File: config.mk
export PLATFORM = sky130hd
export DESIGN_NAME = alps_fifo
export DESIGN_NICKNAME = d
export VERILOG_FILES = /design/src/rtl/alps_pkg.sv /design/src/rtl/alps_fifo.sv
export SDC_FILE = /design/constraint.sdc
export NUM_CORES = 1
export LEC_CHECK = 0
export BUFFER_PORTS_ARGS = -buffer_cell sky130_fd_sc_hd__clkbuf_2
export CAP_MARGIN = 10
export CORE_ASPECT_RATIO = 0.7
export CORE_MARGIN = 5
export CORE_UTILIZATION = 45
export CTS_BUF_LIST = sky130_fd_sc_hd__clkbuf_16
export DETAILED_ROUTE_END_ITERATION = 10
export PLACE_DENSITY = 0.68
export SETUP_SLACK_MARGIN = 0.02
export SKIP_CTS_REPAIR_TIMING = 1
export SLEW_MARGIN = 20
export SYNTH_ARGS = -nofsm -noshare
export SYNTH_HDL_FRONTEND = slang
export SYNTH_SLANG_ARGS = --single-unit
File: constraint.sdc
create_clock -name clk -period 3 [get_ports clk]
set_input_delay 0.3 -clock clk [delete_from_list [all_inputs] [get_ports clk]]
set_output_delay 0.3 -clock clk [all_outputs]
set_load 0.01 [all_outputs]
File: src/rtl/alps_pkg.sv
// Package for the adaptive low-pass pose smoother.
// Holds the shared types, fixed-point constants and the saturation helper.
// No dependencies.
`timescale 1ns / 1ps

package alps_pkg;

	// Kind of work that the front assigns to an item.
	typedef enum logic [1:0] {
		K_PASS = 2'd0,
		K_SEED = 2'd1,
		K_FILT = 2'd2
	} kind_t;

	// Configuration register indexes.
	localparam logic [1:0] CFG_REST = 2'd0;
	localparam logic [1:0] CFG_GAIN = 2'd1;
	localparam logic [1:0] CFG_GAP  = 2'd2;

	// Fixed-point constants.
	localparam logic [18:0] TWO_PI_Q16       = 19'd411775;
	localparam logic [19:0] US_PER_S         = 20'd1000000;
	localparam logic [47:0] WEIGHT_DEN       = 48'd65536000000;
	localparam logic [60:0] PRODUCT_CAP      = 61'h200000000000;
	localparam logic [5:0]  SPEED_DIV_STEPS  = 6'd52;
	localparam logic [5:0]  WEIGHT_DIV_STEPS = 6'd16;

	typedef struct packed {
		logic [23:0] rest_cutoff;
		logic [23:0] speed_gain;
		logic [19:0] gap_limit_us;
	} cfg_t;

	typedef struct packed {
		kind_t              kind;
		logic [5:0]         point;
		logic               axis;
		logic signed [31:0] raw;
		logic [19:0]        dt;
		logic [6:0]         entry;
	} item_t;

	typedef struct packed {
		logic        start;
		logic [47:0] rem0;
		logic [51:0] low;
		logic [47:0] divisor;
		logic [5:0]  count;
	} div_req_t;

	typedef struct packed {
		logic        done;
		logic [51:0] quot;
	} div_rsp_t;

	// Clamp a wide signed value to the 32-bit signed range.
	function automatic logic signed [31:0] sat32(input logic signed [63:0] x);
		logic signed [31:0] r;
		if (x > 64'sd2147483647) begin
			r = 32'sh7fffffff;
		end else if (x < -64'sd2147483648) begin
			r = 32'sh80000000;
		end else begin
			r = x[31:0];
		end
		return r;
	endfunction

endpackage

File: src/rtl/alps_fifo.sv
// Short item queue between the front and the back of the pose smoother.
// Depends on alps_pkg for the item type.
`timescale 1ns / 1ps

module alps_fifo import alps_pkg::*; (
	input  logic  clk,
	input  logic  arst_n,
	input  logic  push,
	input  item_t push_item,
	input  logic  pop,
	output item_t head,
	output logic  not_empty,
	output logic  full
);

	item_t      slot_q [4];
	logic [1:0] wr_q;
	logic [1:0] rd_q;
	logic [2:0] count_q;

	assign head      = slot_q[rd_q];
	assign not_empty = (count_q != 3'd0);
	assign full      = (count_q == 3'd4);

	// Storage needs no reset.
	always_ff @(posedge clk) begin
		if (push) begin
			slot_q[wr_q] <= push_item;
		end
	end

	// Pointers and fill count.
	always_ff @(posedge clk or negedge arst_n) begin
		if (!arst_n) begin
			wr_q    <= 2'd0;
			rd_q    <= 2'd0;
			count_q <= 3'd0;
		end else begin
			if (push) begin
				wr_q <= wr_q + 2'd1;
			end
			if (pop) begin
				rd_q <= rd_q + 2'd1;
			end
			count_q <= count_q + {2'b0, push} - {2'b0, pop};
		end
	end

`ifndef NO_ASSERTIONS
	a_no_overflow: assert property (@(posedge clk) disable iff (!arst_n)
		full |-> !push) else $error("push into full queue");
	a_no_underflow: assert property (@(posedge clk) disable iff (!arst_n)
		!not_empty |-> !pop) else $error("pop from empty queue");
	a_count: assert property (@(posedge clk) disable iff (!arst_n)
		(push && !pop && !full) |=> (count_q == $past(count_q) + 3'd1))
		else $error("fill count did not advance");
`endif

endmodule

* Word-level counts from Yosys, hierarchy flattened
Memories as Yosys holds them, arrays and structs flattened.
Index checks and enable logic that the tools add are counted.
** Word-level totals
- Memories :: 1
- Memory bits (writable) :: 272
- Bits in registers :: 7
- Bits in read-only memories :: 0
- Bits in latches :: 0
- Output and inout bits :: 70
** Cells by class
- Eq/ne operators :: 1
- Reductions and logical operators :: 1
- Bitwise operators :: 0
- $lt $le $gt $ge :: 0
- Shift-type cells :: 0
- $mul :: 0
- Div/mod/pow operators :: 0
- Multiplexer cells :: 2
- $add $sub $neg :: 4
** Memories
- slot_q :: depth 4, bits a word 68, rd ports 1, clocked after Yosys merged registers in 0, wr ports 1, RTL line alps_fifo.sv:16 : item_t slot_q [4];
** Operator list (count)
- 2-bit by 1-bit adder with 2-bit output (second input constant) :: 2
- 3-bit by 1-bit adder with 3-bit output :: 1
- 3-bit == test (second input constant) :: 1
- 3-bit nonzero test :: 1
- 3-bit by 1-bit subtractor with 3-bit output :: 1
- 1-bit two-way mux :: 2

* Depth between registers and ports, before layout
Gate-level depths: netlist (run 1).
- Depth after elaboration :: 2
- Gate-level depth with buffers :: 6
- Depth with buffers taken out :: 6

* Worst setup path after synthesis (run 1)
OpenSTA, ideal clock, no wires.
- Path type :: register to register
- Start point :: reg wr_q[0]
- End point :: mem slot_q[0][0] (netlist name) (enable)
- Data arrival time :: 2216 ps
- Cell stages (with the launch flop) :: 4
- Slack :: 351 ps
- Clock period less this slack :: 2649 ps
- Data required time :: 2567 ps
- Cell sequence :: dfrtp_1 > inv_1 > ha_1 > and2_1
** RTL lines
- from (decl) :: RTL line alps_fifo.sv:17 : logic [1:0] wr_q;
- from (signal assigned) :: RTL line alps_fifo.sv:40 : wr_q <= wr_q + 2'd1;
- to (decl) :: RTL line alps_fifo.sv:16
No word-level cell before the write port.

==> summary.md, run 1 <==
| Metric | Value |
|---|---|
| Number of nets in the final layout | about 680 |
| Count of buffer and inverter cells on the critical path | 2 |
| Max Clk Rate | 398 MHz |
| Placement Rows | between 40 and 50 |
| Transition time at the pin with the least slew margin | roughly 0.73 ns |
| Clock tree from TritonCTS | done |
| Horizontal die dimension | roughly 190 um |
| Post-synth top area share | between 70% and 80% |
| Post-synthesis sequential element count | 279 |
| Relative slew margins | between 50% and 60% |
| Number of buffers on the longest clock path | 3 |
| Top-Level Pins | roughly 140 |
| Latest clock arrival within the worst-skew pair | 0.51 ns |
| Synthesized instance count | between 300 and 400 |
| Port Buf Inserts | around 140 |
| # Max-Cap Violations | 0 |
| Worst-path maximum fanout | 45 |
| Max-slew violation count | 0 |
| Vias after detailed routing | approximately 4700 |
| Worst vdd rail ir drop | approximately 0.53 mV |
| Type of the most critical hold path | input pin to register |
| Worst hold slack | 0.0164 ns |
| Root Buffer | sky130_fd_sc_hd__clkbuf_16 |
| Fillers | about 1700 |
| Mapped Area | 10300 um^2 |
| Fraction of synthesized cell area in xor and xnor cells | less than 1% |
| Area growth syn-to-layout | 23.9% |
| Final hold violations | 0 |
| Run status | complete, no violations |
| CP Launch Type | register |
| Max H-tree Level | 1 |
| Endpoint kind of the worst setup timing path | output pin |
| Overall power after layout | ~12 mW |
| Clk_skew | a little under 0.006 ns |
| Largest net degree at the start of global routing | 46 |
| Aggregate routed wire length | 19300 um |
| Avg Inst Size Synth | ~26 um^2 |
| Avg WL per Cell | 20.7 um |
| Floorplan die height | about 140 um |
| Complex-gate fraction of the synthesized area | less than 1% |
| Synth top area cells | sky130_fd_sc_hd__edfxtp_1 (79%), sky130_fd_sc_hd__mux4_2 (15%), sky130_fd_sc_hd__dfrtp_1 (1.7%), sky130_fd_sc_hd__buf_12 (1.4%), sky130_fd_sc_hd__ha_1 (0.73%) |
| Arrival time of the worst setup path | 2.21 ns |
| Initial cell density of the core | 45.6% |
| Min Clock Period, post-route | around 2.5 ns |
| Worst hold endpoint | rd_q[0] |
| Detailed Routing Iterations Pass 1 | 4 |
| Worst reg-to-reg setup slack | roughly 1.2 ns |
| All-layer global routing usage | between 10% and 20% |
| Syn. warnings | 0 |
| Critical Path, Cell by Cell | buf_12 > mux4_2 > clkbuf_2 |
| Worst Min Path Start | pop |
| Area enclosed by the die boundary | around 26000 um^2 |
| CTS Buf Count | 26 |
| Setup_tns | 0 ns |
| Wire length of the first global-routing pass | slightly below 30000 um |
| Fraction of the yosys area taken by sequential cells | about four fifths |
| Routed via count divided by cell count | between 5 and 6 |
| Slowest cell delay on critical path | a little over 0.9 ns |
| Ratio of final minimum period to clock period | 83.7% |
| Number of remaining DRC errors | 0 |
| Multiplexer fraction of the synthesized cell area | approximately 15% |
| Area share of fa/ha/maj cells after synthesis | less than 1% |
| Core area | approximately 23000 um^2 |
| Critical path origin | rd_q[1] |
| Critical path type | register to output pin |
| Areal power density over the cells | between 900 and 1000 nW/um^2 |
| Cell with the largest stage delay on the worst path | sky130_fd_sc_hd__dfrtp_4 |
| RSZ-0062 raised after global routing | no |
| Share of post-route cells with drive strength above 1 | 42.3% |
| Vias in the first global route | approximately 5000 |
| Initial antenna violation count | 1 |
| Estimated wirelength of the detail-placed design | between 10000 and 15000 um |
| Endpoint of the worst-slack reg-to-reg timing path | slot_q[1][24] |
| Number of setup violations in the final report | 0 |
| Grt total ovfl | 0 |
| Depth of the worst register-to-register path | 4 |
| Number of distinct library cells after synthesis | 17 |
| Number of design-rule violations left by the first detailed-router iteration | 304 |
| Final RePlAce weighted congestion | between 0.7 and 0.8 |
| Reg-to-reg critical path startpoint | wr_q[1] |
| # clock sinks | between 200 and 300 |
| Sequential cell area | 8350 um^2 |
| Main combinational cell family by area after synthesis | multiplexers |
| Synthesized netlist net count | about 470 |
| Required time at the worst-slack endpoint | about 2.7 ns |
| Multi-input gate area | between 1500 and 2000 um^2 |
| Worst Hold Path Cells | 2 |
| Gate family responsible for the most delay along the worst path | flip-flops |
| P_leak | 4.45 nW |
| Clock edge transition at the registers on the reported setup and hold paths | 0.06 ns |
| Cell type with the highest aggregate area in the netlist | sky130_fd_sc_hd__edfxtp_1 |
| Synth Area in Simple Gates | 0.438% |
| Post-route antenna net violation count | 0 |
[synth_stat cells (all sizes together)]
library cell,instances
fa,1
ha,6
xnor2,2
and2,4
mux4,68
and3,1
buf,16
nand2,2
edfxtp,272
dfrtp,7
inv,6
xor2,3
or3,1
o21ai,1
[how the worst max path moves through the flow]
stage / slack, ns / cells after the start / to
floorplan: 0.35 / 3 / slot_q[0][0]
global placement: 1.00 / 3 / head[11]
detailed placement: 1.0 / 3 / head[0]
CTS: 0.43 / 3 / head[0]
global route: 0.38 / 3 / head[11]
finish: 0.49 / 3 / head[11]
[worst reg2reg max path, cell delays in order, from the launching register on]
cell                      delay, ns
sky130_fd_sc_hd__dfrtp_1       0.40
sky130_fd_sc_hd__inv_1         0.11
sky130_fd_sc_hd__ha_1          0.15
sky130_fd_sc_hd__and2_4        0.41
sky130_fd_sc_hd__buf_12        0.33
[power by group]
group	internal (mW)	total, mW	switching [mW]	leakage (nW)
logic	1.63	3.42	1.78	1.41
clock network	2.14	3.46	1.32	0.462
registers	5.10	5.42	0.313	2.58
[sequential cells by signal (all words and copies together) (netlist names)]
register,flops
slot_q,272
count_q,3
rd_q,2
wr_q,2
[per-stage QoR]
| step | std cells | setup WS (ns) | cell area [um^2] | utilization [%] |
|---|---|---|---|---|
| CTS | 882 | 0.430 | 12300 | 54.3 |
| global route | 930 | 0.379 | 12700 | 56.4 |
| floorplan | 390 | 0.351 | 10300 | - |
| finish | 930 | 0.490 | 12700 | 56.4 |
| global placement | 835 | 1.00 | 11300 | 50.3 |
| detailed placement | 835 | 0.998 | 11300 | 50.3 |
[routing by layer]
metal,vias up,global-route usage [%],wire length (um)
li1,2089,-,-
met1,2426,21.2,8590
met2,163,22.9,8890
met3,31,4.44,1400
met4,0,3.07,390
met5,-,0,0
[area by class of cell]
cell class / count / area share (%)
Antenna cell: 1 / 0.0197
Clock buffer: 27 / 5.31
Clock inverter: 20 / 1.88
Inverter: 6 / 0.177
Multi-Input combinational cell: 89 / 13.6
Sequential cell: 279 / 65.6
Tap cell: 312 / 3.07
Timing Repair Buffer: 196 / 10.4
[layout by cell type (no fill, tap or decap), types with 2 or more instances in the layout]
cell type                         n
sky130_fd_sc_hd__edfxtp_1       272
sky130_fd_sc_hd__clkbuf_2       141
sky130_fd_sc_hd__mux4_2          68
sky130_fd_sc_hd__dlygate4sd3_1   47
sky130_fd_sc_hd__clkbuf_16       27
sky130_fd_sc_hd__inv_1            9
sky130_fd_sc_hd__buf_12           7
sky130_fd_sc_hd__ha_1             6
sky130_fd_sc_hd__bufinv_16        6
sky130_fd_sc_hd__clkinv_1         6
sky130_fd_sc_hd__clkinv_2         5
sky130_fd_sc_hd__dfrtp_1          5
sky130_fd_sc_hd__and2_4           4
sky130_fd_sc_hd__xor2_1           3
sky130_fd_sc_hd__xnor2_1          2
sky130_fd_sc_hd__nand2_1          2
sky130_fd_sc_hd__dfrtp_4          2
[kinds of logic after synthesis]
group                      count (synthesis)
and+or+nand+nor                            8
xor gates and xnor gates                   5
adders and majority gates                  7
buffers and inverters                     22
AOI/OAI and AO/OA                          1
DFF                                      279
muxes                                     68
No activity file was read; power rests on OpenSTA's default activity.
==> run 2: changes to the inputs <==
- PLACE_DENSITY: 0.68 -> 0.7
- clock period: 3 -> 2.2 ns (I/O delays scaled with it)
==> run 2 against run 1 <==
Final cell count grew 4.6%. Register-to-register slack got worse by 0.61 ns. Power up 41%. Clock skew is 0.0020 ns higher. Worst hold slack gained 0.0096 ns. Global-route usage down 0.21 points. Clock power is 31% higher. Worst setup slack worse by 0.48 ns. Die area stayed put. Sequential power rose by 33%. Utilization rose by 2.4 points. Routed wire length up 6.1%. Critical path type unchanged.
==> summary.md, run 2 (synthesized netlist as in run 1, its figures left out) <==
| Metric | Value |
|---|---|
| Relative contribution of the clock network to total power | 26.1% (-2.0 points) |
| P_leak | 4.71 nW (+5.8%) |
| Post-placement cell count | 841 (+0.72%) |
| Horizontal die dimension | 191 um (unchanged) |
| Initial antenna violation count | 1 (unchanged) |
| Endpoint kind of the worst setup timing path | output pin |
| Most common cell after layout, fill and taps aside | sky130_fd_sc_hd__edfxtp_1 |
| Relative slew margins | 74.3% (+23 points) |
| Initial cell density of the core | 45.6% (unchanged) |
| Slowest cell delay on critical path | 0.52 ns (-0.39 ns) |
| Transition time at the pin with the least slew margin | 0.385 ns (-0.343 ns) |
| Grt total ovfl | 0 (unchanged) |
| Worst vdd rail ir drop | 0.776 mV (+47%) |
| Number of buffers on the longest clock path | 3 (unchanged) |
| Vias after detailed routing | 4907 (+4.2%) |
| Sw Ratio | 28.2% (+0.35 points) |
| CP Launch Type | register |
| Run status | complete, no violations |
| Estimated wirelength of the detail-placed design | 11900 um (+2.1%) |
| Type of the most critical hold path | input pin to register |
| Number of remaining DRC errors | 0 (unchanged) |
| Critical path type | register to output pin |
| Core area | 22600 um^2 (unchanged) |
| Clk_skew | 0.00785 ns (+0.00200 ns) |
| Avg WL per Cell | 21.0 um (+1.4%) |
| Worst reg-to-reg setup slack | 0.59 ns (-0.61 ns) |
| Max Clk Rate | ~460 MHz |
| Area enclosed by the die boundary | 26000 um^2 (unchanged) |
| Share of post-route cells with drive strength above 1 | 42.8% (+0.51 points) |
| Max-slew violation count | 0 (unchanged) |
| CTS Buf Count | 26 (unchanged) |
| Largest net degree at the start of global routing | 48 (+4.3%) |
| Registers with the most flip-flops | slot_q x272, count_q x3 |
| Post-route antenna net violation count | 0 (unchanged) |
| Final RePlAce weighted congestion | 0.711 (+1.6%) |
| Final worst setup slack | 0.00882 ns (-0.481 ns) |
| Top-Level Pins | 142 (unchanged) |
| Wire length of the first global-routing pass | 28900 um (-1.0%) |
| Floorplan die height | 136 um (unchanged) |
| Final hold violations | 0 (unchanged) |
| # Max-Cap Violations | 0 (unchanged) |
| Cell with the largest stage delay on the worst path | sky130_fd_sc_hd__mux4_2 |
| Latest clock arrival within the worst-skew pair | 0.52 ns (about the same) |
| Port Buf Inserts | 141 (unchanged) |
| Area growth syn-to-layout | 29.2% |
| Number of nets in the final layout | 721 (+6.5%) |
| Root Buffer | sky130_fd_sc_hd__clkbuf_16 |
| Aggregate routed wire length | 20400 um (+6.1%) |
| Critical Path, Cell by Cell | buf_12 > clkbuf_16 > mux4_2 > clkbuf_2 |
| Setup_tns | 0 ns (unchanged) |
| Cell Count, Final, Fillers Out | 973 (+4.6%) |
| Max H-tree Level | 1 (unchanged) |
| # clock sinks | 279 (unchanged) |
| Most frequent cells in the layout | sky130_fd_sc_hd__edfxtp_1 (272), sky130_fd_sc_hd__clkbuf_2 (135), sky130_fd_sc_hd__dlygate4sd3_1 (70), sky130_fd_sc_hd__mux4_2 (68), sky130_fd_sc_hd__clkbuf_16 (32) |
| Portion of total power attributed to combinational logic | 32.3% (+4.5 points) |
| Sequential fraction of design power | 41.6% (-2.5 points) |
| Routed via count divided by cell count | 5.04 (-0.40%) |
| Clock edge transition at the registers on the reported setup and hold paths | 0.06 ns (about the same) |
| Vias in the first global route | 4904 (-1.4%) |
| Net switching power figure | 4.88 mW (+43%) |
| Worst-path maximum fanout | 8 (-82%) |
| Pre-CTS setup slack | 0.361 ns (-0.637 ns) |
| Min Clock Period, post-route | 2.19 ns |
| Detailed Routing Iterations Pass 1 | 5 (+1) |
| Placement Rows | 46 (unchanged) |
| Ratio of final minimum period to clock period | 99.6% |
| Clock tree from TritonCTS | done |
| Design internal power | 12.5 mW (+40%) |
| RSZ-0062 raised after global routing | yes |
| Biggest register | slot_q |
| Required time at the worst-slack endpoint | 1.98 ns (-0.72 ns) |
| Arrival time of the worst setup path | 1.97 ns (-0.24 ns) |
| Fillers | 1621 (-4.8%) |
| Final antenna diode count | 0 (-1) |
| Max FFs per register | 272 (unchanged) |
| Number of design-rule violations left by the first detailed-router iteration | 330 (+8.6%) |
| Areal power density over the cells | 1310 nW/um^2 (+35%) |
| Number of setup violations in the final report | 0 (unchanged) |
| All-layer global routing usage | 14.6% (-0.21 points) |
run 2: worst paths after layout:
check / startpoint / endpoint / depth (start not counted)
setup reg to reg: wr_q[1] / slot_q[1][0] / 4
min in group asynchronous: arst_n / wr_q[1] / 2
max in group asynchronous: arst_n / rd_q[1] / 2
hold reg to reg: wr_q[0] / wr_q[0] / 1
hold / removal: push / wr_q[0] / 2
setup / recovery: rd_q[0] / head[27] / 4
run 2: metrics by stage:
| step | utilization (%) | hold slack (ns) | area, um^2 | power (mW) |
|---|---|---|---|---|
| finish | 58.9 | 0.0260 | 13300 | 17.3 |
| global route | 58.9 | 0.00795 | 13300 | 18.2 |
| CTS | 54.6 | -0.486 | 12300 | 16.9 |
| detailed placement | 50.8 | 0.0704 | 11500 | 12.4 |
| global placement | 50.8 | 0.0647 | 11500 | 12.2 |
| floorplan | - | -0.0756 | 10300 | 10.5 |
run 2: layout make-up:
cell class	instances	area (um^2)	share of cell area, %
well taps	312	390	2.94
repair buffers	240	1920	14.5
flip-flops and latches	279	8350	62.9
clock inverters	20	193	1.45
inverters	6	22.5	0.170
clock buffers	27	676	5.09
multi-input cells	89	1730	13.0
run 2: power groups by stage:
stage / clock network, mW / logic [mW] / registers, mW
2_1_floorplan: 0 / 3.32 / 7.22
3_3_place_gp: 0 / 4.92 / 7.32
3_5_place_dp: 0 / 4.98 / 7.40
4_1_cts: 4.63 / 5.00 / 7.29
5_1_grt: 4.87 / 6.02 / 7.28
6_report: 4.53 / 5.60 / 7.21
run 2: worst max-delay path: cells and delay by family (launching register included):
kind                   cells  cell delay (ns)
flip-flops                 1             0.44
multiplexers               1             0.52
buffers and inverters      3             0.50
run 2: per-layer routing:
layer,vias up,part of all wire [%],wire length [um],GRT usage (%)
met3,32,7.0,1420,4.21
met5,-,0.064,13,0
met4,2,1.8,369,2.67
met2,169,48,9770,23.5
met1,2532,43,8860,20.4
li1,2172,-,-,-
==> run 3: changes to the inputs <==
- REMOVE_ABC_BUFFERS: unset -> 1
==> run 3 against run 2 <==
Register-to-register slack worse by 0.06 ns. First-iteration DRC count is 20% lower. Flip-flop and latch count stayed put. Worst setup slack worse by 0.0038 ns. Final cell count is 0.10% lower. Non-clock buffer count is 1 lower. Clock skew is 0.0022 ns higher. Clock power is 5.7% lower. Global-route usage hardly changed. Critical path depth stayed put. Critical path type unchanged.
==> summary.md, run 3 (synthesized netlist as in run 1, its figures left out) <==
| Metric | Value |
|---|---|
| CTS Buf Count | 27 (+3.8%) |
| RSZ-0062 raised after global routing | yes |
| Critical path type | register to output pin |
| Areal power density over the cells | 1290 nW/um^2 (-1.4%) |
| Cell with the largest stage delay on the worst path | sky130_fd_sc_hd__mux4_2 |
| Post-route antenna net violation count | 0 (unchanged) |
| Relative slew margins | 69.1% (-5.2 points) |
| Fillers | 1639 (+1.1%) |
| Worst vdd rail ir drop | 0.745 mV (-4.0%) |
| Max H-tree Level | 1 (unchanged) |
| Final hold violations | 0 (unchanged) |
| Sw Ratio | 28.5% (+0.33 points) |
| Run status | complete, no violations |
| Largest net degree at the start of global routing | 69 (+44%) |
| Clock edge transition at the registers on the reported setup and hold paths | 0.06 ns (about the same) |
| Horizontal die dimension | 191 um (unchanged) |
| Relative contribution of the clock network to total power | 25.3% (-0.8 points) |
| Biggest register | slot_q |
| Overall power after layout | 16.9 mW (-2.6%) |
| Type of the most critical hold path | input pin to register |
| Arrival time of the worst setup path | 1.97 ns (about the same) |
| CP Launch Type | register |
| Final antenna diode count | 0 (unchanged) |
| Number of setup violations in the final report | 0 (unchanged) |
| Critical Path, Cell by Cell | buf_4 > buf_12 > mux4_2 > clkbuf_2 |
| Worst-path maximum fanout | 8 (unchanged) |
| All-layer global routing usage | 14.5% (-0.048 points) |
| Top-Level Pins | 142 (unchanged) |
| Min Clock Period, post-route | 2.19 ns (+0.00381 ns) |
| Design internal power | 12.1 mW (-3.0%) |
| Final RePlAce weighted congestion | 0.725 (+2.0%) |
| Estimated wirelength of the detail-placed design | 11900 um (-0.25%) |
| Initial cell density of the core | 45.6% (unchanged) |
| Number of buffers on the longest clock path | 3 (unchanged) |
| Worst hold slack | 0.0417 ns (+0.0157 ns) |
| Max FFs per register | 272 (unchanged) |
| Most frequent cells in the layout | sky130_fd_sc_hd__edfxtp_1 (272), sky130_fd_sc_hd__clkbuf_2 (138), sky130_fd_sc_hd__dlygate4sd3_1 (70), sky130_fd_sc_hd__mux4_2 (68), sky130_fd_sc_hd__clkbuf_16 (29) |
| Number of nets in the final layout | 721 (unchanged) |
| Vias after detailed routing | 4870 (-0.75%) |
| Number of design-rule violations left by the first detailed-router iteration | 265 (-20%) |
| Latest clock arrival within the worst-skew pair | 0.51 ns (about the same) |
| Required time at the worst-slack endpoint | 1.98 ns (about the same) |
| Detailed Routing Iterations Pass 1 | 4 (-1) |
| Max-slew violation count | 0 (unchanged) |
| Core area | 22600 um^2 (unchanged) |
| Floorplan die height | 136 um (unchanged) |
| Slowest cell delay on critical path | 0.54 ns (+0.02 ns) |
| Grt total ovfl | 0 (unchanged) |
| Area after DPL | 11400 um^2 (-0.37%) |
| Sequential fraction of design power | 42.9% (+1.3 points) |
| Vias in the first global route | 4940 (+0.73%) |
| Portion of total power attributed to combinational logic | 31.8% (-0.5 points) |
| Share of post-route cells with drive strength above 1 | 42.3% (-0.54 points) |
| Clock tree from TritonCTS | done |
| Placement Rows | 46 (unchanged) |
| Clk_skew | 0.0101 ns (+0.00224 ns) |
| Area growth syn-to-layout | 27.6% |
| Endpoint kind of the worst setup timing path | output pin |
| Routed via count divided by cell count | 5.01 (-0.65%) |
| P_leak | 4.63 nW (-1.6%) |
| # Max-Cap Violations | 0 (unchanged) |
| Most common cell after layout, fill and taps aside | sky130_fd_sc_hd__edfxtp_1 |
| Port Buf Inserts | 141 (unchanged) |
| Max Clk Rate | 456 MHz (-0.17%) |
| Transition time at the pin with the least slew margin | 0.463 ns (+0.0781 ns) |
| Avg WL per Cell | 20.5 um (-2.6%) |
| Cell Count, Final, Fillers Out | 972 (-0.10%) |
| Aggregate routed wire length | 19900 um (-2.7%) |
| Post-route standard cell area excluding fillers | 13100 um^2 (-1.2%) |
| Wire length of the first global-routing pass | 28900 um (about the same) |
| Post-placement cell count | 842 (+0.12%) |
| Root Buffer | sky130_fd_sc_hd__clkbuf_16 |
| Number of remaining DRC errors | 0 (unchanged) |
| Ratio of final minimum period to clock period | 99.8% (+0.17 points) |
| Net switching power figure | 4.81 mW (-1.5%) |
| Area enclosed by the die boundary | 26000 um^2 (unchanged) |
| Registers with the most flip-flops | slot_q x272, count_q x3 |
| # clock sinks | 279 (unchanged) |
| Initial antenna violation count | 0 (-1) |
run 3: cell count changes in the layout (fill, tap and decap cells not counted):
cell / previous run / this run
sky130_fd_sc_hd__inv_6: 0 / 1
sky130_fd_sc_hd__clkbuf_2: 135 / 138
sky130_fd_sc_hd__clkinvlp_4: 1 / 2
sky130_fd_sc_hd__buf_8: 0 / 1
sky130_fd_sc_hd__buf_4: 7 / 14
sky130_fd_sc_hd__buf_12: 12 / 7
sky130_fd_sc_hd__buf_2: 5 / 1
sky130_fd_sc_hd__clkbuf_16: 32 / 29
sky130_fd_sc_hd__bufinv_16: 4 / 2
sky130_fd_sc_hd__clkinv_2: 7 / 4
sky130_fd_sc_hd__clkinv_1: 4 / 8
sky130_fd_sc_hd__inv_1: 10 / 9
run 3: worst max-delay path: cells and delay by family (launching register included):
kind                   cells  cell delay (ns)
DFF                        1             0.44
buffers and inverters      3             0.47
muxes                      1             0.54
run 3: final timing paths:
check                             start             to  slack, ns  cells after the start
worst max-delay path            rd_q[0]       head[59]      0.005                      4
worst min-delay path               push        wr_q[0]       0.04                      2
worst max register to register  wr_q[0]  slot_q[0][38]       0.53                      4
worst min register to register  wr_q[0]        wr_q[0]       0.55                      1
max in group asynchronous        arst_n        rd_q[1]       1.91                      2
min in group asynchronous        arst_n     count_q[1]       0.10                      2
run 3: power by group through the flow:
stage               clock network (mW)  logic (mW)  registers, mW
floorplan                            0        2.49           7.67
global placement                     0        4.80           7.40
detailed placement                   0        4.85           7.47
CTS                               4.40        4.87           7.36
global route                      4.62        5.81           7.32
finish                            4.27        5.38           7.24
run 3: layer usage:
| metal | track usage, % | part of all wire, % | vias up | routed length, um |
|---|---|---|---|---|
| met3 | 4.75 | 6.9 | 22 | 1380 |
| met4 | 2.83 | 1.4 | 0 | 272 |
| met1 | 19.8 | 44 | 2520 | 8690 |
| li1 | - | - | 2173 | - |
| met2 | 23.5 | 48 | 155 | 9530 |
| met5 | 0 | 0 | - | 0 |
run 3: cell type report:
| type | count | area, um^2 | share of cell area, % |
|---|---|---|---|
| clock buffer | 27 | 676 | 5.15 |
| inverter | 6 | 22.5 | 0.172 |
| timing repair buffer | 239 | 1810 | 13.8 |
| sequential | 279 | 8350 | 63.6 |
| clock inverter | 20 | 145 | 1.11 |
| multi-input combinational | 89 | 1730 | 13.2 |
| tap | 312 | 390 | 2.98 |
run 3: stage by stage:
step           worst slack, ns  setup TNS, ns  utilization (%)
5_1_grt                -0.0723          -2.05             58.2
3_5_place_dp             0.415              0             50.6
3_3_place_gp             0.425              0             50.6
6_report               0.00501              0             58.2
4_1_cts                 -0.138          -5.29             54.2
2_1_floorplan            -1.45        -215.39                -
