### src/rtl/alps_pkg.sv
// Package for the adaptive low-pass pose smoother.
// Holds the shared types, fixed-point constants and the saturation helper.
// No dependencies.
`timescale 1ns / 1ps

package alps_pkg;

	// Kind of work that the front assigns to an item.
	typedef enum logic [1:0] {
		K_PASS = 2'd0,
		K_SEED = 2'd1,
		K_FILT = 2'd2
	} kind_t;

	// Configuration register indexes.
	localparam logic [1:0] CFG_REST = 2'd0;
	localparam logic [1:0] CFG_GAIN = 2'd1;
	localparam logic [1:0] CFG_GAP  = 2'd2;

	// Fixed-point constants.
	localparam logic [18:0] TWO_PI_Q16       = 19'd411775;
	localparam logic [19:0] US_PER_S         = 20'd1000000;
	localparam logic [47:0] WEIGHT_DEN       = 48'd65536000000;
	localparam logic [60:0] PRODUCT_CAP      = 61'h200000000000;
	localparam logic [5:0]  SPEED_DIV_STEPS  = 6'd52;
	localparam logic [5:0]  WEIGHT_DIV_STEPS = 6'd16;

	typedef struct packed {
		logic [23:0] rest_cutoff;
		logic [23:0] speed_gain;
		logic [19:0] gap_limit_us;
	} cfg_t;

	typedef struct packed {
		kind_t              kind;
		logic [5:0]         point;
		logic               axis;
		logic signed [31:0] raw;
		logic [19:0]        dt;
		logic [6:0]         entry;
	} item_t;

	typedef struct packed {
		logic        start;
		logic [47:0] rem0;
		logic [51:0] low;
		logic [47:0] divisor;
		logic [5:0]  count;
	} div_req_t;

	typedef struct packed {
		logic        done;
		logic [51:0] quot;
	} div_rsp_t;

	// Clamp a wide signed value to the 32-bit signed range.
	function automatic logic signed [31:0] sat32(input logic signed [63:0] x);
		logic signed [31:0] r;
		if (x > 64'sd2147483647) begin
			r = 32'sh7fffffff;
		end else if (x < -64'sd2147483648) begin
			r = 32'sh80000000;
		end else begin
			r = x[31:0];
		end
		return r;
	endfunction

endpackage

### src/rtl/alps_front.sv
// Front of the pose smoother: accepts coordinates and classifies them.
// Keeps the per-entry started flags; depends on alps_pkg.
`timescale 1ns / 1ps

module alps_front import alps_pkg::*; #(
	parameter int POINT_COUNT = 33
) (
	input  logic               clk,
	input  logic               arst_n,
	input  cfg_t               cfg,
	input  logic               in_valid,
	output logic               in_stall,
	input  logic [5:0]         point_index,
	input  logic               axis_select,
	input  logic signed [31:0] raw_value,
	input  logic [19:0]        interval_us,
	input  logic               queue_full,
	output logic               push,
	output item_t              push_item
);

	localparam int ENTRIES = 2 * POINT_COUNT;
	localparam int EW      = $clog2(ENTRIES);

	logic [ENTRIES-1:0] started_q;
	logic [6:0]         entry_full;
	logic [EW-1:0]      entry;
	logic               in_range;
	kind_t              kind;

	assign in_stall   = queue_full;
	assign push       = in_valid && !queue_full;
	assign entry_full = {point_index, axis_select};
	assign entry      = entry_full[EW-1:0];
	assign in_range   = ({1'b0, point_index} < 7'(POINT_COUNT));

	// Classify the request against the flags left by earlier requests.
	always_comb begin
		if (cfg.rest_cutoff == 24'd0 || !in_range || interval_us == 20'd0) begin
			kind = K_PASS;
		end else if (interval_us > cfg.gap_limit_us || !started_q[entry]) begin
			kind = K_SEED;
		end else begin
			kind = K_FILT;
		end
	end

	always_comb begin
		push_item.kind  = kind;
		push_item.point = point_index;
		push_item.axis  = axis_select;
		push_item.raw   = raw_value;
		push_item.dt    = interval_us;
		push_item.entry = entry_full;
	end

	// Started flags: a zero interval clears, a seed sets.
	always_ff @(posedge clk or negedge arst_n) begin
		if (!arst_n) begin
			started_q <= '0;
		end else if (push && cfg.rest_cutoff != 24'd0 && in_range) begin
			if (interval_us == 20'd0) begin
				started_q[entry] <= 1'b0;
			end else if (kind == K_SEED) begin
				started_q[entry] <= 1'b1;
			end
		end
	end

endmodule

### config.mk
export PLATFORM = sky130hd
export DESIGN_NAME = alps_front
export DESIGN_NICKNAME = d
export VERILOG_FILES = /design/src/rtl/alps_pkg.sv /design/src/rtl/alps_front.sv
export SDC_FILE = /design/constraint.sdc
export NUM_CORES = 1
export LEC_CHECK = 0
export ABC_CLOCK_PERIOD_IN_PS = 2550
export BUFFER_PORTS_ARGS = -buffer_cell sky130_fd_sc_hd__buf_2
export CORE_UTILIZATION = 44
export CTS_CLUSTER_DIAMETER = 50
export CTS_CLUSTER_SIZE = 20
export DETAILED_ROUTE_END_ITERATION = 10
export HOLD_SLACK_MARGIN = 0.1
export MAX_ROUTING_LAYER = met4
export PLACE_DENSITY = 0.77
export SYNTH_ARGS = -nofsm -noshare
export SYNTH_HDL_FRONTEND = slang
export SYNTH_SLANG_ARGS = --single-unit
export TNS_END_PERCENT = 100
### constraint.sdc
create_clock -name clk -period 2.55 [get_ports clk]
set_clock_uncertainty 0.05 [all_clocks]
set_input_delay 0.51 -clock clk [delete_from_list [all_inputs] [get_ports clk]]
set_output_delay 0.51 -clock clk [all_outputs]
set_load 0.01 [all_outputs]
# Word level (Yosys, flattened, before mapping)
# Index checks and enable logic that the tools add are counted.
# word_totals
regBits,66
input_bits,131
output_inout_bits,70
# op_classes
magnitude_cmp,4
n_eq_ne,1
muxes,8
bitwise,3
reduce_logical,15
# op_table
cell,count
$mux W66,2
$and A66 B66 Y66,1
$not A66 Y66,1
$or A66 B66 Y66,1
$logic_not A24 Y1,1
$reduce_bool A24 Y1,1
$gt A20 B20 Y1,1
$logic_not A20 Y1,1
$lt A7 B8 Y1 const B,1
$bmux W1 S7,1
$demux W1 S7,1
$ge A7 B1 Y1 const B,1
$lt A6 B6 Y1 const B,1
$logic_and A1 B1 Y1,4
$mux W2,2
$logic_not A1 Y1,3
$logic_or A1 B1 Y1,3
$eq A2 B1 Y1 const B,1
$mux W1,2
$reduce_and A2 Y1,1
$reduce_bool A2 Y1,1

# Longest topological paths before layout
# Gate-level depths: netlist of the first run.
# depth
depth_word,9
ltp_mapped,8

# Worst setup path after synthesis of the first run
# OpenSTA, ideal clock, no wires.
# synth_path
path_type,input to output
from,input axis_select
to,output push_item[67] (netlist name)
arrival_ns,2.250
slack_ns,-0.260
cell_stages,7
path_cell_list,buf_2 clkbuf_1 mux4_2 o311ai_0 a31oi_1 nor4_2 and3b_1
# synth_lines
element,line_no,rtl
start: declaration,alps_front.sv:14,"input logic axis_select,"
end: declaration,alps_front.sv:19,output item_t push_item

==> Flow_metrics.wiki, run 1 <==
{| class="wikitable"
! Metric !! Value
|-
| Outcome || complete, but fails checks
|-
| Violations in the final reports || setup timing
|-
| Crit-path cells || buf_2, buf_6, or4_1, o311ai_2, o311ai_4, a31oi_1, nor4_2, buf_4, and3b_2, buf_6
|-
| Largest net degree at the start of global routing || 67
|-
| Arrival time of data at the critical path endpoint || 2.34 ns
|-
| Highest ir drop seen on vdd || 245.2 µV
|-
| Worst Slack Setup Final || -0.3490 ns
|-
| Cell taking the most area after synthesis || sky130_fd_sc_hd__dfrtp_1
|-
| R2r setup slk || 1.59 ns
|-
| Net count after synthesis || 644
|-
| Worst hold-check path type || reg -> reg
|-
| Tot GR Track Use || 24.54%
|-
| Slew of the pin with the lowest slew margin || 0.5924 ns
|-
| Cell seen most often among critical-path stages || sky130_fd_sc_hd__buf_6
|-
| Placed cell areas || 5359 µm²
|-
| Clock latency of the later-clocked register in the worst-skew pair || 0.35 ns
|-
| Avg WL per Cell || 17.94 µm
|-
| CTS Buffer Depth || 2
|-
| Final setup TNS || -0.6243 ns
|-
| Register cell area after layout || 1652 µm²
|-
| Number of clock buffers inserted by TritonCTS || 9
|-
| Grt met3 use || 6.499%
|-
| Critical path's largest stage delay || 0.54 ns
|-
| Final std cell area, no fill || 5819 µm²
|-
| Worst max-slew margin expressed relative to the limit || 60.51%
|-
| Number of DRC violations after detailed-routing iteration 0 || 241
|-
| Leading cell types by count after synthesis || 76 x sky130_fd_sc_hd__nor2_1, 67 x sky130_fd_sc_hd__buf_4, 66 x sky130_fd_sc_hd__dfrtp_1
|-
| GR Util met1 || 27.82%
|-
| Depth of the CTS H-tree || 3
|-
| Horiz. Die Dim || 106.0 µm
|-
| Final setup violation count || 2
|-
| Global route hottest layer || met2
|-
| Clock tree from TritonCTS || done
|-
| Part of the Yosys area used for sequential elements || 34.74%
|-
| Final Core Density || 55.87%
|-
| Area of the mapped netlist || 4755 µm²
|-
| I/O pin cnt || 201
|-
| Minimum period implied by the final worst setup slack || 2.899 ns
|-
| Depth of the worst hold-timing path || 1
|-
| Number of buffers and inverters on the critical path || 4
|-
| Final Max Tran Viols || 0
|-
| Multi-input gate area || 2557 µm²
|-
| Final period utilization || 113.7%
|-
| Detailed-route via count || 3978
|-
| Count of different cell masters after synthesis || 53
|-
| Largest cells by area after synthesis || sky130_fd_sc_hd__dfrtp_1 35%, sky130_fd_sc_hd__mux2_2 14%, sky130_fd_sc_hd__buf_4 11%
|-
| Initial cell density of the core || 45.65%
|-
| Core area || 10420 µm²
|-
| Vias in the first global route || 4153
|-
| Total Power || 2.419 mW
|-
| Number of rows in the core area || 37
|-
| First-pass iteration count of the detailed router || 4
|-
| Warnings, synthesis || 0
|-
| Per-cell via count in the routed design || 5.442
|-
| Final hold vios || 0
|-
| Static leakage || 2.834 nW
|-
| Category of the worst setup path launch point || input port
|-
| Total detailed-routing wirelength || 13110 µm
|-
| P per Cell Area || 415.6 nW/µm²
|-
| Residual overflow from global routing || 0
|-
| Number of maximum-capacitance constraint violations || 0
|-
| Number of nets with antenna violations after routing || 0
|-
| Required time of the critical path || 1.99 ns
|-
| Height of the chip || 106.0 µm
|-
| Count leader, synth || sky130_fd_sc_hd__nor2_1
|-
| ANT cells || 0
|-
| Crit-path leading delay family || simple AND/OR/NAND/NOR gates
|-
| Register bit count reported by yosys || 66
|-
| Number of filler cells placed in the layout || 884
|-
| Synthesis-to-layout area growth || 22.39%
|-
| CP Depth || 10
|-
| Synthesized area per cell || 9.644 µm²
|-
| Unrepaired setup endpoints after global routing || yes
|-
| Worst setup path class || in -> out
|-
| Port bufs || 112
|-
| Area share of the largest cell type after synthesis || 34.74%
|-
| Total number of clock tree sinks || 66
|-
| Kind of end point of the critical path || output port
|-
| Full die area || 11230 µm²
|-
| Final HPWL DP || 9934 µm
|-
| Fraction of met2 tracks used by global routing || 41.92%
|-
| FMAX || 0.3450 GHz
|-
| Primary FF master, synth || sky130_fd_sc_hd__dfrtp_1
|-
| Count of flip-flops with a built-in enable after synthesis || 0
|-
| Share of flip-flops with an asynchronous set or reset after synthesis || 100.0%
|-
| Cell count after synthesis || 493
|-
| Initial antenna violation count || 0
|-
| Share of layout cells above drive strength 1 || 52.44%
|-
| R2R cell count || 2
|-
| Placer Congestion || 0.8982
|-
| First-pass GRT wire length || 20530 µm
|-
| Number of DRC violations after detailed routing || 0
|-
| Layout net count || 741
|-
| Worst Path Max Fanout || 9
|-
| Clock input transition at the sequential cells of the worst setup and hold paths || 0.07 ns
|-
| Cell with the largest stage delay on the worst path || sky130_fd_sc_hd__or4_1
|-
| Cell at the root of the clock tree || sky130_fd_sc_hd__clkbuf_8
|}
==> path summary, 6_finish.rpt <==
| check | start | end |
|---|---|---|
| max in group asynchronous | arst_n | async pin |
| max reg2reg | flip-flop | flip-flop |
| min in group asynchronous | arst_n | async pin |
| min reg2reg | flip-flop | flip-flop |
| max | axis_select | push_item[67] |
| min | flip-flop | flip-flop |
==> per-stage QoR <==
step | std cells | setup WS (ns) | hold WS, ns
detailed placement | 709 | -0.5293 | 0.4218
floorplan | 493 | -0.1487 | 0.1644
global placement | 709 | -0.4939 | 0.4103
CTS | 729 | -0.3567 | 0.4412
global route | 731 | -0.4410 | 0.4702
finish | 731 | -0.3490 | 0.4529
==> cells in the final DEF (no fill, tap or decap), types with 5 or more instances in the layout <==
| cell | Yosys | layout |
|---|---|---|
| sky130_fd_sc_hd__nor4_1 | 11 | 11 |
| sky130_fd_sc_hd__nor2b_1 | 9 | 9 |
| sky130_fd_sc_hd__buf_4 | 67 | 64 |
| sky130_fd_sc_hd__nand2_1 | 10 | 10 |
| sky130_fd_sc_hd__mux2i_1 | 6 | 6 |
| sky130_fd_sc_hd__mux2_2 | 61 | 61 |
| sky130_fd_sc_hd__clkbuf_8 | 0 | 9 |
| sky130_fd_sc_hd__o22ai_1 | 5 | 5 |
| sky130_fd_sc_hd__nor2_4 | 0 | 6 |
| sky130_fd_sc_hd__buf_6 | 2 | 7 |
| sky130_fd_sc_hd__buf_2 | 6 | 107 |
| sky130_fd_sc_hd__mux2_4 | 0 | 7 |
| sky130_fd_sc_hd__ha_1 | 20 | 20 |
| sky130_fd_sc_hd__nor2_1 | 76 | 66 |
| sky130_fd_sc_hd__mux4_2 | 6 | 6 |
| sky130_fd_sc_hd__a21oi_1 | 11 | 10 |
| sky130_fd_sc_hd__nor2_2 | 2 | 6 |
| sky130_fd_sc_hd__inv_1 | 24 | 24 |
| sky130_fd_sc_hd__nand2b_1 | 6 | 6 |
| sky130_fd_sc_hd__dfrtp_1 | 66 | 66 |
==> power by group <==
part | internal, mW | switching [mW] | total, mW
sequential | 1.10 | 0.0279 | 1.13
clock | 0.348 | 0.430 | 0.777
combinational | 0.264 | 0.252 | 0.516
total | 1.71 | 0.710 | 2.42
==> routing by layer <==
metal	vias up	routed length (µm)	share of wire [%]
met5	-	0	0
met1	1916	5324	41
li1	1831	-	-
met4	0	239	1.8
met3	20	1184	9.0
met2	211	6363	49
==> kinds of logic (layout without fill, tap and decap cells) <==
family	Yosys count	in the layout	synth area share (%)
buffers and inverters	121	223	15.32
muxes	81	81	20.45
adders and majority gates	20	20	5.263
and+or+nand+nor	157	157	16.95
DFF	66	66	34.74
AOI/OAI and AO/OA	48	48	7.289
==> cell type report <==
type | instances | share of cell area (%)
clock buffers | 9 | 2.129
multi-input cells | 306 | 43.95
well taps | 136 | 2.924
repair buffers | 183 | 20.28
flip-flops and latches | 66 | 28.38
clock inverters | 7 | 0.7955
inverters | 24 | 1.548
==> repair_timing <==
action                                 in CTS  in global routing
hold buffers                                1                  0
setup endpoints to repair                   5                 22
buffers inserted                            3                  2
gates resized for setup                    22                 36
endpoints found under the hold margin      18                  0
pin swaps                                   6                  2
(Power assumes the default switching activity.)
==> run 2, diff against run 1 <==
--- a/config.mk
+++ b/config.mk
@@ -6,14 +6,14 @@
 export NUM_CORES = 1
 export LEC_CHECK = 0
 export ABC_CLOCK_PERIOD_IN_PS = 2550
-export BUFFER_PORTS_ARGS = -buffer_cell sky130_fd_sc_hd__buf_2
-export CORE_UTILIZATION = 44
+export CORE_UTILIZATION = 50
 export CTS_CLUSTER_DIAMETER = 50
 export CTS_CLUSTER_SIZE = 20
 export DETAILED_ROUTE_END_ITERATION = 10
+export DONT_BUFFER_PORTS = 1
 export HOLD_SLACK_MARGIN = 0.1
 export MAX_ROUTING_LAYER = met4
-export PLACE_DENSITY = 0.77
+export PLACE_DENSITY = 0.68
 export SYNTH_ARGS = -nofsm -noshare
 export SYNTH_HDL_FRONTEND = slang
 export SYNTH_SLANG_ARGS = --single-unit
==> run 2 against run 1 <==
The flow still finishes with violations (setup timing). Flip-flop and latch count unchanged. Sequential share of layout area increased by 6.6 points. Sequential power about the same. Largest power group unchanged. Final area decreased by 19%. Register-to-register slack improved by 0.13 ns. First-iteration DRC count increased by 3.7%. Non-clock buffer count decreased by 158. Die area decreased by 12%. Count of clock-buffer cells in the layout increased by 3. Clock power increased by 10%. Combinational power decreased by 45%.
==> Flow_metrics.wiki, run 2 (same netlist as run 1, synthesis figures left out) <==
{| class="wikitable"
! Metric !! Value
|-
| Outcome || complete, but fails checks
|-
| Violations in the final reports || setup timing
|-
| Final setup violation count || 2 (unchanged)
|-
| Worst Path Max Fanout || 14 (+5)
|-
| Largest net degree at the start of global routing || 67 (unchanged)
|-
| Synthesis-to-layout area growth || -0.6579%
|-
| Height of the chip || 99.52 µm (-6.1%)
|-
| Post-route insts no fill || 565 (-23%)
|-
| Worst Slack Setup Final || -0.2068 ns (+0.1421 ns)
|-
| Number of nets with antenna violations after routing || 0 (unchanged)
|-
| Crit-path cells || or3_4, or4_4, a211oi_2, o211ai_1, nor4_2, and3b_2
|-
| Worst max-slew margin expressed relative to the limit || 60.74% (+0.24 points)
|-
| R2r setup slk || 1.72 ns (+0.13 ns)
|-
| Highest ir drop seen on vdd || 213.9 µV (-13%)
|-
| Number of DRC violations after detailed-routing iteration 0 || 250 (+3.7%)
|-
| Arrival time of data at the critical path endpoint || 2.20 ns (-0.14 ns)
|-
| Total detailed-routing wirelength || 11650 µm (-11%)
|-
| Minimum period implied by the final worst setup slack || 2.757 ns (-0.1421 ns)
|-
| Number of clock buffers inserted by TritonCTS || 9 (unchanged)
|-
| Initial cell density of the core || 51.46% (+5.8 points)
|-
| Multi-input gate area || 2425 µm² (-5.2%)
|-
| Cell at the root of the clock tree || sky130_fd_sc_hd__clkbuf_8
|-
| R2R cell count || 1 (-1)
|-
| Commonest non-fill, non-tap cells in the layout || 76 x sky130_fd_sc_hd__nor2_1, 66 x sky130_fd_sc_hd__dfrtp_1, 61 x sky130_fd_sc_hd__mux2_2
|-
| Required time of the critical path || 1.99 ns (about the same)
|-
| End of the critical path || push_item[67]
|-
| Cell with the largest stage delay on the worst path || sky130_fd_sc_hd__or4_4
|-
| First-pass iteration count of the detailed router || 4 (unchanged)
|-
| Critical path's largest stage delay || 0.42 ns (-0.12 ns)
|-
| Detailed-route via count || 3367 (-15%)
|-
| Worst hold-check path type || reg -> reg
|-
| Total number of clock tree sinks || 66 (unchanged)
|-
| Placed cell areas || 4454 µm² (-17%)
|-
| Register cell area after layout || 1652 µm² (unchanged)
|-
| Placement-stage worst setup slack || -0.2136 ns (+0.3157 ns)
|-
| Clock input transition at the sequential cells of the worst setup and hold paths || 0.07 ns (about the same)
|-
| Horiz. Die Dim || 99.52 µm (-6.1%)
|-
| Residual overflow from global routing || 0 (unchanged)
|-
| Static leakage || 2.140 nW (-24%)
|-
| Clock latency of the later-clocked register in the worst-skew pair || 0.35 ns (about the same)
|-
| Layout net count || 583 (-21%)
|-
| Clock tree from TritonCTS || done
|-
| Avg WL per Cell || 20.61 µm (+15%)
|-
| Core area || 9240 µm² (-11%)
|-
| Number of rows in the core area || 35 (-5.4%)
|-
| Depth of the CTS H-tree || 3 (unchanged)
|-
| CTS Buffer Depth || 2 (unchanged)
|-
| Number of DRC violations after detailed routing || 0 (unchanged)
|-
| Final Max Tran Viols || 0 (unchanged)
|-
| Share of layout cells above drive strength 1 || 28.90% (-24 points)
|-
| Number of filler cells placed in the layout || 818 (-7.5%)
|-
| I/O pin cnt || 201 (unchanged)
|-
| Category of the worst setup path launch point || input port
|-
| Placed Cells incl. Taps || 547 (-23%)
|-
| Port bufs || 0 (-100%)
|-
| Number of maximum-capacitance constraint violations || 0 (unchanged)
|-
| Final std cell area, no fill || 4723 µm² (-19%)
|-
| Worst setup path class || in -> out
|-
| Kind of end point of the critical path || output port
|-
| Placer Congestion || 0.8004 (-11%)
|-
| Per-cell via count in the routed design || 5.959 (+9.5%)
|-
| P per Cell Area || 479.3 nW/µm² (+15%)
|-
| ANT cells || 0 (unchanged)
|-
| Worst setup startpoint || point_index[3]
|-
| Final setup TNS || -0.3866 ns (+0.2378 ns)
|-
| FMAX || 0.3627 GHz (+5.2%)
|-
| Full die area || 9903 µm² (-12%)
|-
| Most frequent standard cell in the layout excluding fill and tap cells || sky130_fd_sc_hd__nor2_1
|-
| Final HPWL DP || 8160 µm (-18%)
|-
| Initial antenna violation count || 0 (unchanged)
|-
| Final period utilization || 108.1% (-5.6 points)
|-
| Tot GR Track Use || 25.38% (+0.83 points)
|-
| Slew of the pin with the lowest slew margin || 0.5889 ns (-0.003552 ns)
|-
| First-pass GRT wire length || 18340 µm (-11%)
|-
| Vias in the first global route || 3493 (-16%)
|-
| Final hold vios || 0 (unchanged)
|-
| Unrepaired setup endpoints after global routing || yes
|}
-- run 2: how the worst min path moves through the flow --
stage,to,cells after the start,slack [ns],start
4_1_cts,flip-flop,1,0.44,flip-flop
3_5_place_dp,async pin,0,0.17,arst_n
3_3_place_gp,async pin,0,0.17,arst_n
5_1_grt,flip-flop,1,0.45,flip-flop
2_1_floorplan,async pin,0,0.16,arst_n
6_report,flip-flop,1,0.44,flip-flop
-- run 2: layer usage --
metal  vias up  global-route usage (%)  share of wire [%]
met1      1616                   28.99                 39
li1       1525                       -                  -
met3        20                   10.47                 12
met2       206                   39.32                 47
met4         0                   10.86                2.3
met5         -                       -                  0
-- run 2: worst max-delay path, delay by kind of cell --
kind	cells	cell delay, ns
AND/OR/NAND/NOR	4	1.34
AO/OA/AOI/OAI	2	0.34
-- run 2: final cells by class --
cell class | count | area share [%]
inverter | 24 | 1.907
tap | 129 | 3.417
sequential | 66 | 34.97
clock buffer | 12 | 3.073
clock inverter | 3 | 0.8477
multi-input combinational | 306 | 51.34
timing repair buffer | 25 | 4.450
-- run 2: repair_timing --
action | CTS | global route
pin swaps | 4 | 0
resized for setup | 6 | 1
endpoints found under the setup margin | 2 | 2
hold buffers | 2 | 0
setup buffers | 1 | 0
endpoints found under the hold margin | 66 | 0
-- run 2: stage by stage --
| step | power [mW] | utilization, % | hold WS [ns] |
|---|---|---|---|
| 6_report | 2.264 | 51.12 | 0.4367 |
| 5_1_grt | 2.361 | 51.12 | 0.4468 |
| 3_3_place_gp | 1.376 | 48.21 | 0.1656 |
| 2_1_floorplan | 1.460 | - | 0.1644 |
| 4_1_cts | 2.283 | 51.04 | 0.4365 |
| 3_5_place_dp | 1.388 | 48.21 | 0.1653 |
-- run 2: power by group --
group / switching, mW / total [mW] / internal, mW / leakage (nW)
registers: 0.0251 / 1.12 / 1.10 / 0.909
logic: 0.136 / 0.284 / 0.148 / 1.13
clock network: 0.387 / 0.857 / 0.470 / 0.0962
==> run 3, diff against run 2 <==
--- a/config.mk
+++ b/config.mk
@@ -5,6 +5,7 @@
 export SDC_FILE = /design/constraint.sdc
 export NUM_CORES = 1
 export LEC_CHECK = 0
+export ABC_AREA = 1
 export ABC_CLOCK_PERIOD_IN_PS = 2550
 export CORE_UTILIZATION = 50
 export CTS_CLUSTER_DIAMETER = 50
==> run 3 against run 2 <==
The flow now finishes without violations. Cell count rose by 61%. First-iteration DRC count rose by 80%. Count of clock-buffer cells in the layout did not move. Wire length rose by 23%. Via count rose by 54%. Setup slack improved by 0.31 ns. Final area rose by 18%. Critical endpoint unchanged. Largest cell class unchanged.
==> Flow_metrics.wiki, run 3 <==
{| class="wikitable"
! Metric !! Value
|-
| Area share of the largest cell type after synthesis || 29.23% (-5.5 points)
|-
| Commonest non-fill, non-tap cells in the layout || 306 x sky130_fd_sc_hd__nand2_1, 79 x sky130_fd_sc_hd__nor2_1, 72 x sky130_fd_sc_hd__nand4_1
|-
| Per-cell via count in the routed design || 5.681 (-4.7%)
|-
| Clock input transition at the sequential cells of the worst setup and hold paths || 0.05 ns (-0.02 ns)
|-
| Final std cell area, no fill || 5588 µm² (+18%)
|-
| Leading cell types by count after synthesis || 307 x sky130_fd_sc_hd__nand2_1, 81 x sky130_fd_sc_hd__nor2_1, 72 x sky130_fd_sc_hd__nand4_1
|-
| Number of clock buffers inserted by TritonCTS || 9 (unchanged)
|-
| Highest layer used for signal routing || met4
|-
| Synthesized area per cell || 6.624 µm² (-31%)
|-
| Post-route insts no fill || 912 (+61%)
|-
| Area of the mapped netlist || 5650 µm² (+19%)
|-
| First-pass iteration count of the detailed router || 6 (+2)
|-
| Height of the chip || 108.3 µm (+8.8%)
|-
| Sum of met2 wire segment lengths after detailed routing || 6953 µm (+26%)
|-
| Register cell area after layout || 1652 µm² (unchanged)
|-
| ANT cells || 0 (unchanged)
|-
| Final period utilization || 95.98% (-12 points)
|-
| Final hold vios || 0 (unchanged)
|-
| Required time of the critical path || 1.99 ns (about the same)
|-
| Final setup TNS || 0 ns (+0.3866 ns)
|-
| Critical path's largest stage delay || 0.30 ns (-0.12 ns)
|-
| Number of DRC violations after detailed-routing iteration 0 || 451 (+80%)
|-
| Layout net count || 922 (+58%)
|-
| Highest ir drop seen on vdd || 438.5 µV (+110%)
|-
| Cell taking the most area after synthesis || sky130_fd_sc_hd__dfrtp_1
|-
| FMAX || 0.4086 GHz (+13%)
|-
| Outcome || finished, final reports clean
|-
| Net Sw Power || 0.7725 mW (+41%)
|-
| I/O pin cnt || 201 (unchanged)
|-
| Clock share of power || 42.1% (+4.2 points)
|-
| Total number of clock tree sinks || 66 (unchanged)
|-
| Largest cells by area after synthesis || sky130_fd_sc_hd__dfrtp_1 29%, sky130_fd_sc_hd__nand2_1 20%, sky130_fd_sc_hd__buf_4 9.3%
|-
| Static leakage || 2.736 nW (+28%)
|-
| Initial antenna violation count || 0 (unchanged)
|-
| Placed Cells incl. Taps || 897 (+64%)
|-
| P per Cell Area || 490.6 nW/µm² (+2.3%)
|-
| Worst setup path class || in -> out
|-
| Cell at the root of the clock tree || sky130_fd_sc_hd__clkbuf_16
|-
| Detailed-route via count || 5181 (+54%)
|-
| Seq pwr share || 40.9% (-8.7 points)
|-
| Register bit count reported by yosys || 66 (unchanged)
|-
| Part of the Yosys area used for sequential elements || 29.23% (-5.5 points)
|-
| Number of filler cells placed in the layout || 1098 (+34%)
|-
| Total detailed-routing wirelength || 14310 µm (+23%)
|-
| Multi-input gate area || 2965 µm² (+22%)
|-
| Net count after synthesis || 1004 (+56%)
|-
| Count of different cell masters after synthesis || 29 (-45%)
|-
| Residual overflow from global routing || 0 (unchanged)
|-
| Vias in the first global route || 4844 (+39%)
|-
| Cell with the largest stage delay on the worst path || sky130_fd_sc_hd__ha_1
|-
| Final Max Tran Viols || 0 (unchanged)
|-
| Horiz. Die Dim || 108.3 µm (+8.8%)
|-
| Arrival time of data at the critical path endpoint || 1.89 ns (-0.31 ns)
|-
| Slew of the pin with the lowest slew margin || 0.7550 ns (+0.1661 ns)
|-
| Share of layout cells above drive strength 1 || 8.938% (-20 points)
|-
| Warnings, synthesis || 0 (unchanged)
|-
| Avg WL per Cell || 15.69 µm (-24%)
|-
| Final HPWL DP || 8975 µm (+10%)
|-
| Initial cell density of the core || 51.67% (+0.21 points)
|-
| Kind of end point of the critical path || output port
|-
| Depth of the CTS H-tree || 3 (unchanged)
|-
| Most frequent standard cell in the layout excluding fill and tap cells || sky130_fd_sc_hd__nand2_1
|-
| Final Core Density || 51.10% (about the same)
|-
| Crit-path cells || inv_1, ha_1, nand2_1, o21bai_1, nand2_1, a21oi_2, nand3_1, nand2_2, nand3_4, nor3_2, buf_4
|-
| Count of flip-flops with a built-in enable after synthesis || 0 (unchanged)
|-
| Primary FF master, synth || sky130_fd_sc_hd__dfrtp_1
|-
| Full die area || 11730 µm² (+18%)
|-
| Total Power || 2.741 mW (+21%)
|-
| First-pass GRT wire length || 23470 µm (+28%)
|-
| Number of rows in the core area || 38 (+8.6%)
|-
| Largest net degree at the start of global routing || 74 (+10%)
|-
| R2R cell count || 17 (+16)
|-
| Core area || 10940 µm² (+18%)
|-
| Met3 Routed Length || 991 µm (-27%)
|-
| Fraction of power spent switching nets || 28.18% (+4.0 points)
|-
| Number of maximum-capacitance constraint violations || 0 (unchanged)
|-
| Depth of the worst hold-timing path || 2 (+1)
|-
| Count leader, synth || sky130_fd_sc_hd__nand2_1
|-
| CTS Buffer Depth || 2 (unchanged)
|-
| Clock latency of the later-clocked register in the worst-skew pair || 0.34 ns (about the same)
|-
| Share of flip-flops with an asynchronous set or reset after synthesis || 100.0% (unchanged)
|-
| Placer Congestion || 0.8237 (+2.9%)
|-
| Number of DRC violations after detailed routing || 0 (unchanged)
|-
| Worst Path Max Fanout || 2 (-12)
|-
| Number of nets with antenna violations after routing || 0 (unchanged)
|-
| Final setup violation count || 0 (-2)
|-
| Minimum period implied by the final worst setup slack || 2.448 ns (-0.3093 ns)
|-
| Combinational cell fraction of total power || 17.0% (+4.5 points)
|-
| Tot GR Track Use || 26.43% (+1.1 points)
|-
| Cell count after synthesis || 853 (+73%)
|-
| Port bufs || 0 (unchanged)
|-
| Synthesis-to-layout area growth || -1.107%
|-
| Cell seen most often among critical-path stages || sky130_fd_sc_hd__nand2_1
|-
| Placed cell areas || 5238 µm² (+18%)
|-
| Worst hold-check path type || reg -> reg
|-
| Category of the worst setup path launch point || input port
|-
| Internal power contribution || 1.969 mW (+15%)
|-
| Length of routed wiring on met1 || 6137 µm (+36%)
|-
| Worst max-slew margin expressed relative to the limit || 49.67% (-11 points)
|-
| Clock tree from TritonCTS || done
|}
-- run 3: power by group through the flow --
stage	registers (mW)	clock network, mW	logic [mW]
after floorplan	1.13	0	0.468
after global placement	1.14	0	0.414
after detailed placement	1.14	0	0.427
after CTS	1.12	1.17	0.458
after global routing	1.13	1.21	0.529
final	1.12	1.15	0.467
-- run 3: stage by stage --
stage	hold WS [ns]	worst slack [ns]
floorplan	0.1644	0.2346
global placement	0.1662	0.01987
detailed placement	0.1660	0.03004
CTS	0.4209	0.02477
global route	0.4383	-0.01768
finish	0.4192	0.1025
-- run 3: worst max-delay path, delay by kind of cell --
| kind | cells | cell delay, ns |
|---|---|---|
| and+or+nand+nor | 6 | 0.68 |
| adders and majority gates | 1 | 0.30 |
| AOI/OAI and AO/OA | 2 | 0.24 |
| buffers and inverters | 2 | 0.16 |
-- run 3: path summary, 6_finish.rpt --
kind	slack, ns	start	end
worst max-delay path	0.10	cfg[19]	push_item[67]
worst min-delay path	0.42	flip-flop	flip-flop
worst max register to register	0.55	flip-flop	flip-flop
worst min register to register	0.42	flip-flop	flip-flop
max in group asynchronous	1.46	arst_n	async pin
min in group asynchronous	0.70	arst_n	async pin
-- run 3: metal layers --
metal,vias up,global-route usage (%)
met1,2451,32.99
li1,2519,-
met2,179,42.63
met5,-,-
met3,32,5.244
met4,0,9.266
-- run 3: layout make-up --
type / instances / share of cell area (%)
flip-flops and latches: 66 / 29.56
inverters: 73 / 4.948
clock buffers: 12 / 4.769
repair buffers: 19 / 4.523
multi-input cells: 602 / 53.07
well taps: 140 / 3.135
-- run 3: what timing repair did --
action / in CTS / in global routing
endpoints found under the hold margin: 66 / 0
setup endpoints to repair: 0 / 2
hold buffers: 2 / 0
resized for setup: 0 / 9
setup buffers: 0 / 1
-- run 3: kinds of logic (layout without fill, tap and decap cells) --
| logic type | after synthesis | after routing | share of synthesized area, % |
|---|---|---|---|
| buffers and inverters | 185 | 104 | 19.11 |
| flip-flops | 66 | 66 | 29.23 |
| AND/OR/NAND/NOR | 569 | 569 | 45.95 |
| AO/OA/AOI/OAI | 13 | 13 | 1.284 |
| adder cells (fa/ha/maj) | 20 | 20 | 4.429 |
